--- config.mk ---
export PLATFORM = sky130hd
export DESIGN_NAME = stable_priority_queue
export DESIGN_NICKNAME = d
export VERILOG_FILES = /design/src/rtl/spq_pkg.sv /design/src/rtl/spq_ctrl.sv /design/src/rtl/spq_datapath.sv /design/src/rtl/stable_priority_queue.sv
export SDC_FILE = /design/constraint.sdc
export NUM_CORES = 2
export LEC_CHECK = 0
export BUFFER_PORTS_ARGS = -buffer_cell sky130_fd_sc_hd__buf_2
export CORE_ASPECT_RATIO = 1.2
export CORE_MARGIN = 2
export CORE_UTILIZATION = 30
export DETAILED_ROUTE_END_ITERATION = 10
export MAX_ROUTING_LAYER = met4
export SLEW_MARGIN = 20
export SYNTH_ARGS = -nofsm -noshare
export SYNTH_HDL_FRONTEND = slang
export SYNTH_SLANG_ARGS = --single-unit
--- constraint.sdc ---
create_clock -name clock -period 10.9 [get_ports clock]
set_input_delay 0.545 -clock clock [delete_from_list [all_inputs] [get_ports clock]]
set_output_delay 0.545 -clock clock [all_outputs]
set_load 0.02 [all_outputs]
--- src/rtl/spq_pkg.sv ---
// spq_pkg: shared sizes, codes and control types of the stable priority queue
// used by spq_ctrl, spq_datapath and stable_priority_queue
// no dependencies
package spq_pkg;

   localparam int DEPTH          = 16;
   localparam int TAG_BITS       = 32;
   localparam int PRIORITY_BITS  = 16;
   localparam int COUNT_BITS     = $clog2(DEPTH + 1);
   localparam int OCC_BITS       = 5;
   localparam int STATUS_BITS    = 2;
   localparam int REQ_TDATA_BITS = ((TAG_BITS + PRIORITY_BITS + 7) / 8) * 8;
   localparam int RSP_TDATA_BITS = ((TAG_BITS + PRIORITY_BITS + OCC_BITS + 7) / 8) * 8;

   // request kind carried in req_tuser
   typedef enum logic {
      OP_INSERT = 1'b0,
      OP_REMOVE = 1'b1
   } spq_op_type;

   // result status carried in rsp_tuser
   typedef enum logic [STATUS_BITS-1:0] {
      ST_INSERTED = 2'd0,
      ST_REMOVED  = 2'd1,
      ST_EMPTY    = 2'd2,
      ST_FULL     = 2'd3
   } spq_status_type;

   // datapath action chosen by the controller
   typedef enum logic [2:0] {
      CMD_NONE,
      CMD_INSERT,
      CMD_REMOVE,
      CMD_REJECT_FULL,
      CMD_REPORT_EMPTY
   } spq_action_type;

   typedef enum logic {
      STATE_IDLE,
      STATE_EXEC
   } spq_state_type;

   // controller to datapath
   typedef struct packed {
      logic           load;
      spq_action_type action;
   } spq_cmd_type;

   // datapath to controller
   typedef struct packed {
      logic is_remove;
      logic is_full;
      logic is_empty;
   } spq_stat_type;

endpackage

--- src/rtl/spq_ctrl.sv ---
// spq_ctrl: handshake and sequencing state machine of the stable priority queue
// depends on spq_pkg
module spq_ctrl (
   input  logic                 clock,
   input  logic                 reset,
   input  logic                 req_tvalid,
   output logic                 req_tready,
   output logic                 rsp_tvalid,
   input  logic                 rsp_tready,
   input  spq_pkg::spq_stat_type stat,
   output spq_pkg::spq_cmd_type  cmd
);
   import spq_pkg::*;

   spq_state_type state_ff, state_in;
   logic          rsp_valid_ff, rsp_valid_in;

   // state and result-valid registers
   always_ff @(posedge clock) begin
      if (reset) begin
         state_ff     <= STATE_IDLE;
         rsp_valid_ff <= 1'b0;
      end else begin
         state_ff     <= state_in;
         rsp_valid_ff <= rsp_valid_in;
      end
   end

   // next state and commands
   always_comb begin
      state_in     = state_ff;
      rsp_valid_in = rsp_valid_ff & ~rsp_tready;
      req_tready   = 1'b0;
      cmd.load     = 1'b0;
      cmd.action   = CMD_NONE;
      case (state_ff)
         STATE_IDLE: begin
            // no request transfer while reset is held
            if (!reset) begin
               req_tready = 1'b1;
               if (req_tvalid) begin
                  cmd.load = 1'b1;
                  state_in = STATE_EXEC;
               end
            end
         end
         STATE_EXEC: begin
            // commit only when the result register is free or being drained
            if (!rsp_valid_ff || rsp_tready) begin
               if (stat.is_remove) begin
                  cmd.action = stat.is_empty ? CMD_REPORT_EMPTY : CMD_REMOVE;
               end else begin
                  cmd.action = stat.is_full ? CMD_REJECT_FULL : CMD_INSERT;
               end
               rsp_valid_in = 1'b1;
               state_in     = STATE_IDLE;
            end
         end
         default: begin
            state_in = STATE_IDLE;
         end
      endcase
   end

   assign rsp_tvalid = rsp_valid_ff;

endmodule

--- src/rtl/spq_datapath.sv ---
// spq_datapath: sorted entry row with parallel compare and shift, request and result registers
// depends on spq_pkg
module spq_datapath (
   input  logic                                   clock,
   input  logic                                   reset,
   input  logic                                   req_operation,
   input  logic [spq_pkg::TAG_BITS-1:0]           req_payload,
   input  logic signed [spq_pkg::PRIORITY_BITS-1:0] req_priority,
   input  spq_pkg::spq_cmd_type                   cmd,
   output spq_pkg::spq_stat_type                  stat,
   output logic [spq_pkg::STATUS_BITS-1:0]        rsp_status,
   output logic [spq_pkg::TAG_BITS-1:0]           rsp_payload,
   output logic signed [spq_pkg::PRIORITY_BITS-1:0] rsp_priority,
   output logic [spq_pkg::OCC_BITS-1:0]           rsp_occupancy
);
   import spq_pkg::*;

   logic                            op_ff;
   logic [TAG_BITS-1:0]             new_tag_ff;
   logic signed [PRIORITY_BITS-1:0] new_pri_ff;

   logic [COUNT_BITS-1:0]           count_ff, count_in;
   logic [TAG_BITS-1:0]             ent_tag_ff [DEPTH];
   logic [TAG_BITS-1:0]             ent_tag_in [DEPTH];
   logic signed [PRIORITY_BITS-1:0] ent_pri_ff [DEPTH];
   logic signed [PRIORITY_BITS-1:0] ent_pri_in [DEPTH];
   logic [DEPTH-1:0]                keep;

   logic [STATUS_BITS-1:0]          status_ff, status_in;
   logic [TAG_BITS-1:0]             out_tag_ff, out_tag_in;
   logic signed [PRIORITY_BITS-1:0] out_pri_ff, out_pri_in;
   logic [OCC_BITS-1:0]             occ_ff, occ_in;

   // request register
   always_ff @(posedge clock) begin
      if (cmd.load) begin
         op_ff      <= req_operation;
         new_tag_ff <= req_payload;
         new_pri_ff <= req_priority;
      end
   end

   // status towards the controller
   always_comb begin
      stat.is_remove = (op_ff == OP_REMOVE);
      stat.is_full   = (count_ff == COUNT_BITS'(DEPTH));
      stat.is_empty  = (count_ff == '0);
   end

   // per-entry compare: a valid entry of equal or higher priority stays put
   always_comb begin
      for (int i = 0; i < DEPTH; i++) begin
         keep[i] = (COUNT_BITS'(i) < count_ff) && (ent_pri_ff[i] >= new_pri_ff);
      end
   end

   // entry cells: insert shifts the tail down, remove shifts everything up
   always_comb begin
      for (int i = 0; i < DEPTH; i++) begin
         ent_tag_in[i] = ent_tag_ff[i];
         ent_pri_in[i] = ent_pri_ff[i];
         if (cmd.action == CMD_INSERT && !keep[i]) begin
            if (i == 0) begin
               ent_tag_in[i] = new_tag_ff;
               ent_pri_in[i] = new_pri_ff;
            end else if (keep[(i == 0) ? 0 : i - 1]) begin
               ent_tag_in[i] = new_tag_ff;
               ent_pri_in[i] = new_pri_ff;
            end else begin
               ent_tag_in[i] = ent_tag_ff[(i == 0) ? 0 : i - 1];
               ent_pri_in[i] = ent_pri_ff[(i == 0) ? 0 : i - 1];
            end
         end else if (cmd.action == CMD_REMOVE && i != DEPTH - 1) begin
            ent_tag_in[i] = ent_tag_ff[(i == DEPTH - 1) ? i : i + 1];
            ent_pri_in[i] = ent_pri_ff[(i == DEPTH - 1) ? i : i + 1];
         end
      end
   end

   // entry registers
   always_ff @(posedge clock) begin
      for (int i = 0; i < DEPTH; i++) begin
         ent_tag_ff[i] <= ent_tag_in[i];
         ent_pri_ff[i] <= ent_pri_in[i];
      end
   end

   // fill count and result values
   always_comb begin
      count_in   = count_ff;
      status_in  = status_ff;
      out_tag_in = out_tag_ff;
      out_pri_in = out_pri_ff;
      case (cmd.action)
         CMD_INSERT: begin
            count_in  = count_ff + 1'b1;
            status_in = ST_INSERTED;
         end
         CMD_REMOVE: begin
            count_in  = count_ff - 1'b1;
            status_in = ST_REMOVED;
         end
         CMD_REJECT_FULL: begin
            status_in = ST_FULL;
         end
         CMD_REPORT_EMPTY: begin
            status_in = ST_EMPTY;
         end
         default: begin
         end
      endcase
      if (cmd.action != CMD_NONE) begin
         out_tag_in = (cmd.action == CMD_REMOVE) ? ent_tag_ff[0] : '0;
         out_pri_in = (cmd.action == CMD_REMOVE) ? ent_pri_ff[0] : '0;
      end
      occ_in = (cmd.action != CMD_NONE) ? OCC_BITS'(count_in) : occ_ff;
   end

   // count register
   always_ff @(posedge clock) begin
      if (reset) begin
         count_ff <= '0;
      end else begin
         count_ff <= count_in;
      end
   end

   // result register
   always_ff @(posedge clock) begin
      status_ff  <= status_in;
      out_tag_ff <= out_tag_in;
      out_pri_ff <= out_pri_in;
      occ_ff     <= occ_in;
   end

   assign rsp_status    = status_ff;
   assign rsp_payload   = out_tag_ff;
   assign rsp_priority  = out_pri_ff;
   assign rsp_occupancy = occ_ff;

endmodule

--- src/rtl/stable_priority_queue.sv ---
// stable_priority_queue: sorted-list priority queue, ties leave first-in first-out
// depends on spq_pkg, spq_ctrl and spq_datapath
// A result becomes valid after its request has passed the request register and EXEC state,
// which waits while an earlier result is held; its transfer waits longer if rsp_tready is low.
// No request is taken before the last one commits; all entries compare and shift at once.
// Reset (synchronous, active high) empties the queue and clears both handshakes at once;
// stored entries are not cleared, so there is no clearing pass.
module stable_priority_queue (
   input  logic                                 clock,
   input  logic                                 reset,
   input  logic                                 req_tvalid,
   output logic                                 req_tready,
   input  logic [spq_pkg::REQ_TDATA_BITS-1:0]   req_tdata,  // payload, priority_req
   input  logic                                 req_tuser,  // operation
   output logic                                 rsp_tvalid,
   input  logic                                 rsp_tready,
   output logic [spq_pkg::RSP_TDATA_BITS-1:0]   rsp_tdata,  // out_payload, out_priority, occupancy
   output logic [spq_pkg::STATUS_BITS-1:0]      rsp_tuser   // status
);
   import spq_pkg::*;

   spq_cmd_type                     cmd;
   spq_stat_type                    stat;
   logic [TAG_BITS-1:0]             rsp_payload;
   logic signed [PRIORITY_BITS-1:0] rsp_priority;
   logic [OCC_BITS-1:0]             rsp_occupancy;

   // sequencing
   spq_ctrl u_ctrl (
      .clock      (clock),
      .reset      (reset),
      .req_tvalid (req_tvalid),
      .req_tready (req_tready),
      .rsp_tvalid (rsp_tvalid),
      .rsp_tready (rsp_tready),
      .stat       (stat),
      .cmd        (cmd)
   );

   // entry storage and result values
   spq_datapath u_datapath (
      .clock         (clock),
      .reset         (reset),
      .req_operation (req_tuser),
      .req_payload   (req_tdata[TAG_BITS-1:0]),
      .req_priority  (req_tdata[TAG_BITS+PRIORITY_BITS-1:TAG_BITS]),
      .cmd           (cmd),
      .stat          (stat),
      .rsp_status    (rsp_tuser),
      .rsp_payload   (rsp_payload),
      .rsp_priority  (rsp_priority),
      .rsp_occupancy (rsp_occupancy)
   );

   // pack the result transfer, zero padding on top
   assign rsp_tdata = RSP_TDATA_BITS'({rsp_occupancy, rsp_priority, rsp_payload});

endmodule

======== Word-level counts from Yosys, hierarchy flattened ========
Memories as Yosys holds them, arrays and structs flattened.
Cells that the tools add are included.
Widths: inputs -> output; s select.
storage, ports and cells
  RAM bits ................................ 768
  input port bits ......................... 53
  bits in registers ....................... 111
  memories ................................ 2
  output and inout bits ................... 60
cells by class
  muxes and demuxes ....................... 108
  $lt $le $gt $ge ......................... 32
  add/sub/neg operators ................... 2
  reduce and logical (&&, ||, !) cells .... 53
  bitwise logic cells ..................... 3
  equality and inequality tests ........... 5
memories
  name                   words  width  rd ports  clocked after memory_dff  wr ports  line                RTL
  u_datapath.ent_tag_ff  16     32     16        0                         16        spq_datapath.sv:23  logic [TAG_BITS-1:0] ent_tag_ff [DEPTH];
  u_datapath.ent_pri_ff  16     16     16        0                         16        spq_datapath.sv:25  logic signed [PRIORITY_BITS-1:0] ent_pri_ff [DEPTH];
operator list
  kind                 count
  $mux 32              46
  $mux 16              46
  $ge 16x16->1         16
  $lt 4x5->1 const A   8
  $logic_and 1x1->1    32
  $lt 3x5->1 const A   4
  $logic_not 1->1      17
  $mux 3               4
  $lt 1x5->1 const A   2
  $lt 2x5->1 const A   2
  $pmux 5 s2           1
  $mux 1               8
  $pmux 2 s4           1
  $eq 3x2->1 const B   2
  $add 5x1->5 const B  1
  $eq 5x5->1 const B   1
  $logic_not 5->1      1
  $sub 5x1->5 const B  1
  $reduce_bool 4->1    1
  $eq 3x1->1 const B   1
  $eq 3x3->1 const B   1
  $reduce_bool 3->1    1
  $mux 2               1
  $not 1->1            2
  other kinds (3)      3

======== Logic depth before layout (Yosys ltp) ========
  depth in word-level cells ............... 8
  mapped depth ............................ 14

======== Hierarchy ========
A second synthesis with hierarchy kept.
second synthesis, totals
  cells, all modules ...................... 4261
  area total of the unflattened synthesis .. 50079.3 sq um
by module, submodules not included
  module                 area an instance (sq um)  cells an instance  instances
  spq_datapath           49937.9                   4243               1
  spq_ctrl               115.1                     14                 1
  stable_priority_queue  26.3                      4                  1

======== Worst setup path after synthesis ========
OpenSTA, ideal clock, no wires.
  path kind ............................... flip-flop to flip-flop
  start point ............................. register, netlist name u_datapath.new_pri_ff[1]
  end point ............................... memory u_datapath.ent_pri_ff[15][0] (netlist: u_datapath.ent_pri_ff[1][112]), enable pin
  path buffers ............................ 1
  setup slack ............................. 3.552 ns
  arrival time ............................ 6.775 ns
  clock period less this slack ............ 7.348 ns
  stages on the path, launching flop included .. 11
  cell sequence ........................... edfxtp_1 clkbuf_1 inv_1 ha_1 nor2b_1 o21a_1 o21a_1 o21bai_1 a21oi_1 o211a_1 nor4_1
RTL lines
  element           line
  end: declaration  spq_datapath.sv:25

==> results.toml <==
[sta]
finalWorstSetupSlack_ns = 5.13
fmax_ghz = 0.173
final.min_clock_period_ns = 5.77
setup_tns_ns = 0
number_of_pins_exceeding_their_max_slew_limit_in_the_final_report = 0
worst-slew-pin-transition_ns = 1.12
rsz_0062_raised_after_global_routing = "no"
setup_violations = 0
max-slew-margin-rel_pct = 25.0
final.setup_skew_ns = 0.0549
final_hold_violations = 0
min_period_over_period_pct = 52.9

[setup_path]
path_class = "flip-flop to flip-flop"
arrival_ns = 6.15
startpoint_type = "flip-flop"
critical_path.max_fanout = 49
cp-end-kind = "flip-flop"
worst_ep_required_time_ns = 11.28

[floorplan]
i_o_pin_total = 113
fp.dieH_um = 446
fp.dieW_um = 372
fp.dieArea_um2 = 166000
start_util_pct = 30.1
core_region_area_um2 = 162000
num_rows = 162

[placement]
place.detailed.instances = 6098
dpl_worst_slack_ns = 5.13
postPlaceCellArea_um2 = 51600
port_buffers = 109
detailedPlacementHpwl_mm = 106
gp_congestion = 0.979

[cells_and_area]
layout-drive-gt1-share_pct = 17.9
layout.cells.non_filler = 6313
layout.cells.most_common = "sky130_fd_sc_hd__edfxtp_1"
syn_to_final_growth_pct = 12.9
finish.instance_area_um2 = 55200
number_of_diodes = 0
nNetsFinal = 4410
layout.cells.most_common_list = "sky130_fd_sc_hd__edfxtp_1 (872), sky130_fd_sc_hd__mux2i_1 (481), sky130_fd_sc_hd__a21oi_1 (428), sky130_fd_sc_hd__o21ai_0 (351), sky130_fd_sc_hd__nand2_1 (348)"

[global_route]
globalRouteTotalUtil_pct = 20.2
first_global_vias = 34458
grt_start_max_net_pins = 104
global_route_wire_length_before_repair_mm = 240
globalRoute.totalOverflow = 0
antenna_found_initial = 2

[yosys]
ys_seq_area_share_pct = 53.9
yosysTopAreaCellShare_pct = 53.6
ys.flop_type = "sky130_fd_sc_hd__edfxtp_1"
postSynthRegisterBits = 879
number_of_synthesized_flops_with_an_enable_pin = 872
synthesized_area_divided_by_synthesized_cell_count_um2 = 12.0
netlist-cell-type-count = 72
post_synth_instance_area_um2 = 48800
synthTopCellsByArea = "sky130_fd_sc_hd__edfxtp_1 (54%), sky130_fd_sc_hd__mux2i_1 (9.9%), sky130_fd_sc_hd__mux2_2 (8.0%)"
synth_async_sr_flop_share_pct = 0
synthesized_netlist_cell_count = 4076
ys.warnings.count = 0
netlist.top_cell.by_area = "sky130_fd_sc_hd__edfxtp_1"

[clocking]
cts_buffers = 99
clkLatencyLatePin_ns = 0.75
clock_h_tree_levels = 3
cts_tree = "done"
cts.reportedPaths.clkPinSlew_ns = 0.06
ctsLongestPathBuffers = 3
post_cts_resize_count = 0
clk_root_buffer_cell = "sky130_fd_sc_hd__clkbuf_16"
total_number_of_clock_tree_sinks = 879

[detailed_routing]
number_of_drc_violations_after_detailed_routing = 0
routed_wl_mm = 167
avgViaCountPerCell = 5.45
firstDrtPassIters = 6
final_antenna_net_count = 0
first_iter_violations = 3128
wire_per_inst_um = 26.4
dr_total_vias = 34429

[status]
status = "completed"

[run]
number_of_max_cap_violations = 0

[power]
cellLeakagePower_nw = 20.6
ir_worst_vdd_mv = 0.114
pwr_density_cell_nw_per_um2 = 149

[hold_path]
timing.hold.worst.class = "input pin to flip-flop"
[worst paths after layout]
check	start	to	slack, ns	depth (start not counted)
setup / recovery	u_datapath.new_pri_ff[10]	u_datapath.ent_tag_ff[0][11]	5.13	11
hold / removal	req_tdata[42]	u_datapath.new_pri_ff[10]	0.04	1
setup reg to reg	u_datapath.new_pri_ff[10]	u_datapath.ent_tag_ff[0][11]	5.13	11
hold reg to reg	u_ctrl.rsp_tvalid	u_ctrl.rsp_tvalid	0.52	2
[routing by layer]
layer / up-vias / GRT usage, % / wire (um)
li1: 15410 / - / -
met1: 17389 / 24.5 / 68100
met2: 1275 / 33.2 / 80800
met3: 355 / 2.41 / 8940
met4: 0 / 9.94 / 8950
met5: - / - / 0
[area by class of cell]
| type | instances | area (um2) |
|---|---|---|
| Fill cell | 16048 | 107000 |
| Sequential cell | 879 | 26300 |
| Multi-Input combinational cell | 2858 | 21300 |
| Tap cell | 2132 | 2670 |
| Clock buffer | 128 | 2610 |
| Timing Repair Buffer | 218 | 1480 |
| Clock inverter | 56 | 601 |
| Inverter | 42 | 159 |
[Yosys cell counts, drive strengths merged (3+ instances only)]
cell / n
nand2b: 11
a211oi: 5
a211o: 3
nor4b: 3
and2: 55
o21a: 11
edfxtp: 872
and4: 13
a31oi: 52
or3: 4
o21ba: 3
or2: 12
ha: 259
a21o: 18
mux2i: 482
buf: 110
xnor2: 4
nor2: 212
a21oi: 432
mux2: 377
nand3: 23
nor4: 11
inv: 42
and3: 8
o22ai: 4
nand4: 46
o31a: 4
nor3: 15
dfxtp: 7
nor2b: 22
o21ai: 354
clkbuf: 189
o31ai: 7
nand2: 360
o211ai: 16
[logic make-up (layout without fill, tap and decap cells)]
group / Yosys count / after routing / share of synthesized area (%)
AO/OA/AOI/OAI: 932 / 932 / 10.3
flip-flops: 879 / 879 / 53.9
multiplexers: 859 / 859 / 18.7
AND/OR/NAND/NOR: 800 / 800 / 7.35
buffers and inverters: 341 / 444 / 2.99
adder cells (fa/ha/maj): 259 / 259 / 6.63
XOR/XNOR: 5 / 5 / 0.0897
other: 1 / 3 / 0.00768
[where the power goes]
part           internal, mW  switching [mW]  total, mW
clock network          1.93            1.46       3.40
logic                 0.280           0.513      0.792
registers              3.90           0.126       4.02
total                  6.11            2.10       8.21
[registers in the layout (all words and copies together) (netlist names)]
name,count
u_datapath.ent_tag_ff,512
u_datapath.ent_pri_ff,256
u_datapath.new_tag_ff,32
u_datapath.rsp_payload,32
u_datapath.new_pri_ff,16
u_datapath.rsp_priority,16
u_datapath.count_ff,5
u_datapath.rsp_occupancy,5
u_datapath.rsp_status,2
u_ctrl.rsp_tvalid,1
u_ctrl.state_ff,1
u_datapath.op_ff,1
[worst max-delay path, cell delays in order, from the launching register on]
cell and delay [ns]:
sky130_fd_sc_hd__edfxtp_1 0.76, sky130_fd_sc_hd__inv_1 0.61, sky130_fd_sc_hd__ha_1 0.50, sky130_fd_sc_hd__nand4_1 0.27, sky130_fd_sc_hd__or4_1 0.62, sky130_fd_sc_hd__nand4b_1 0.13
sky130_fd_sc_hd__o21ai_1 0.09, sky130_fd_sc_hd__mux2i_4 0.15, sky130_fd_sc_hd__nand2b_2 0.13, sky130_fd_sc_hd__buf_4 0.80, sky130_fd_sc_hd__nand2_2 0.71, sky130_fd_sc_hd__buf_4 0.55
[metrics by stage]
step,hold WS (ns),util [%],power [mW]
floorplan,0.496,-,4.54
global placement,0.497,31.8,4.85
detailed placement,0.514,31.8,4.87
CTS,0.000307,34.0,8.28
global route,0.0217,34.0,8.47
finish,0.0362,34.0,8.21
[what timing repair did]
| action | 4_1_cts | 5_1_grt |
|---|---|---|
| buffers inserted | 0 | 0 |
| endpoints found under the hold margin | 30 | 0 |
| setup endpoints to repair | 0 | 0 |
| hold buffers | 30 | 0 |
(Power assumes the default switching activity.)
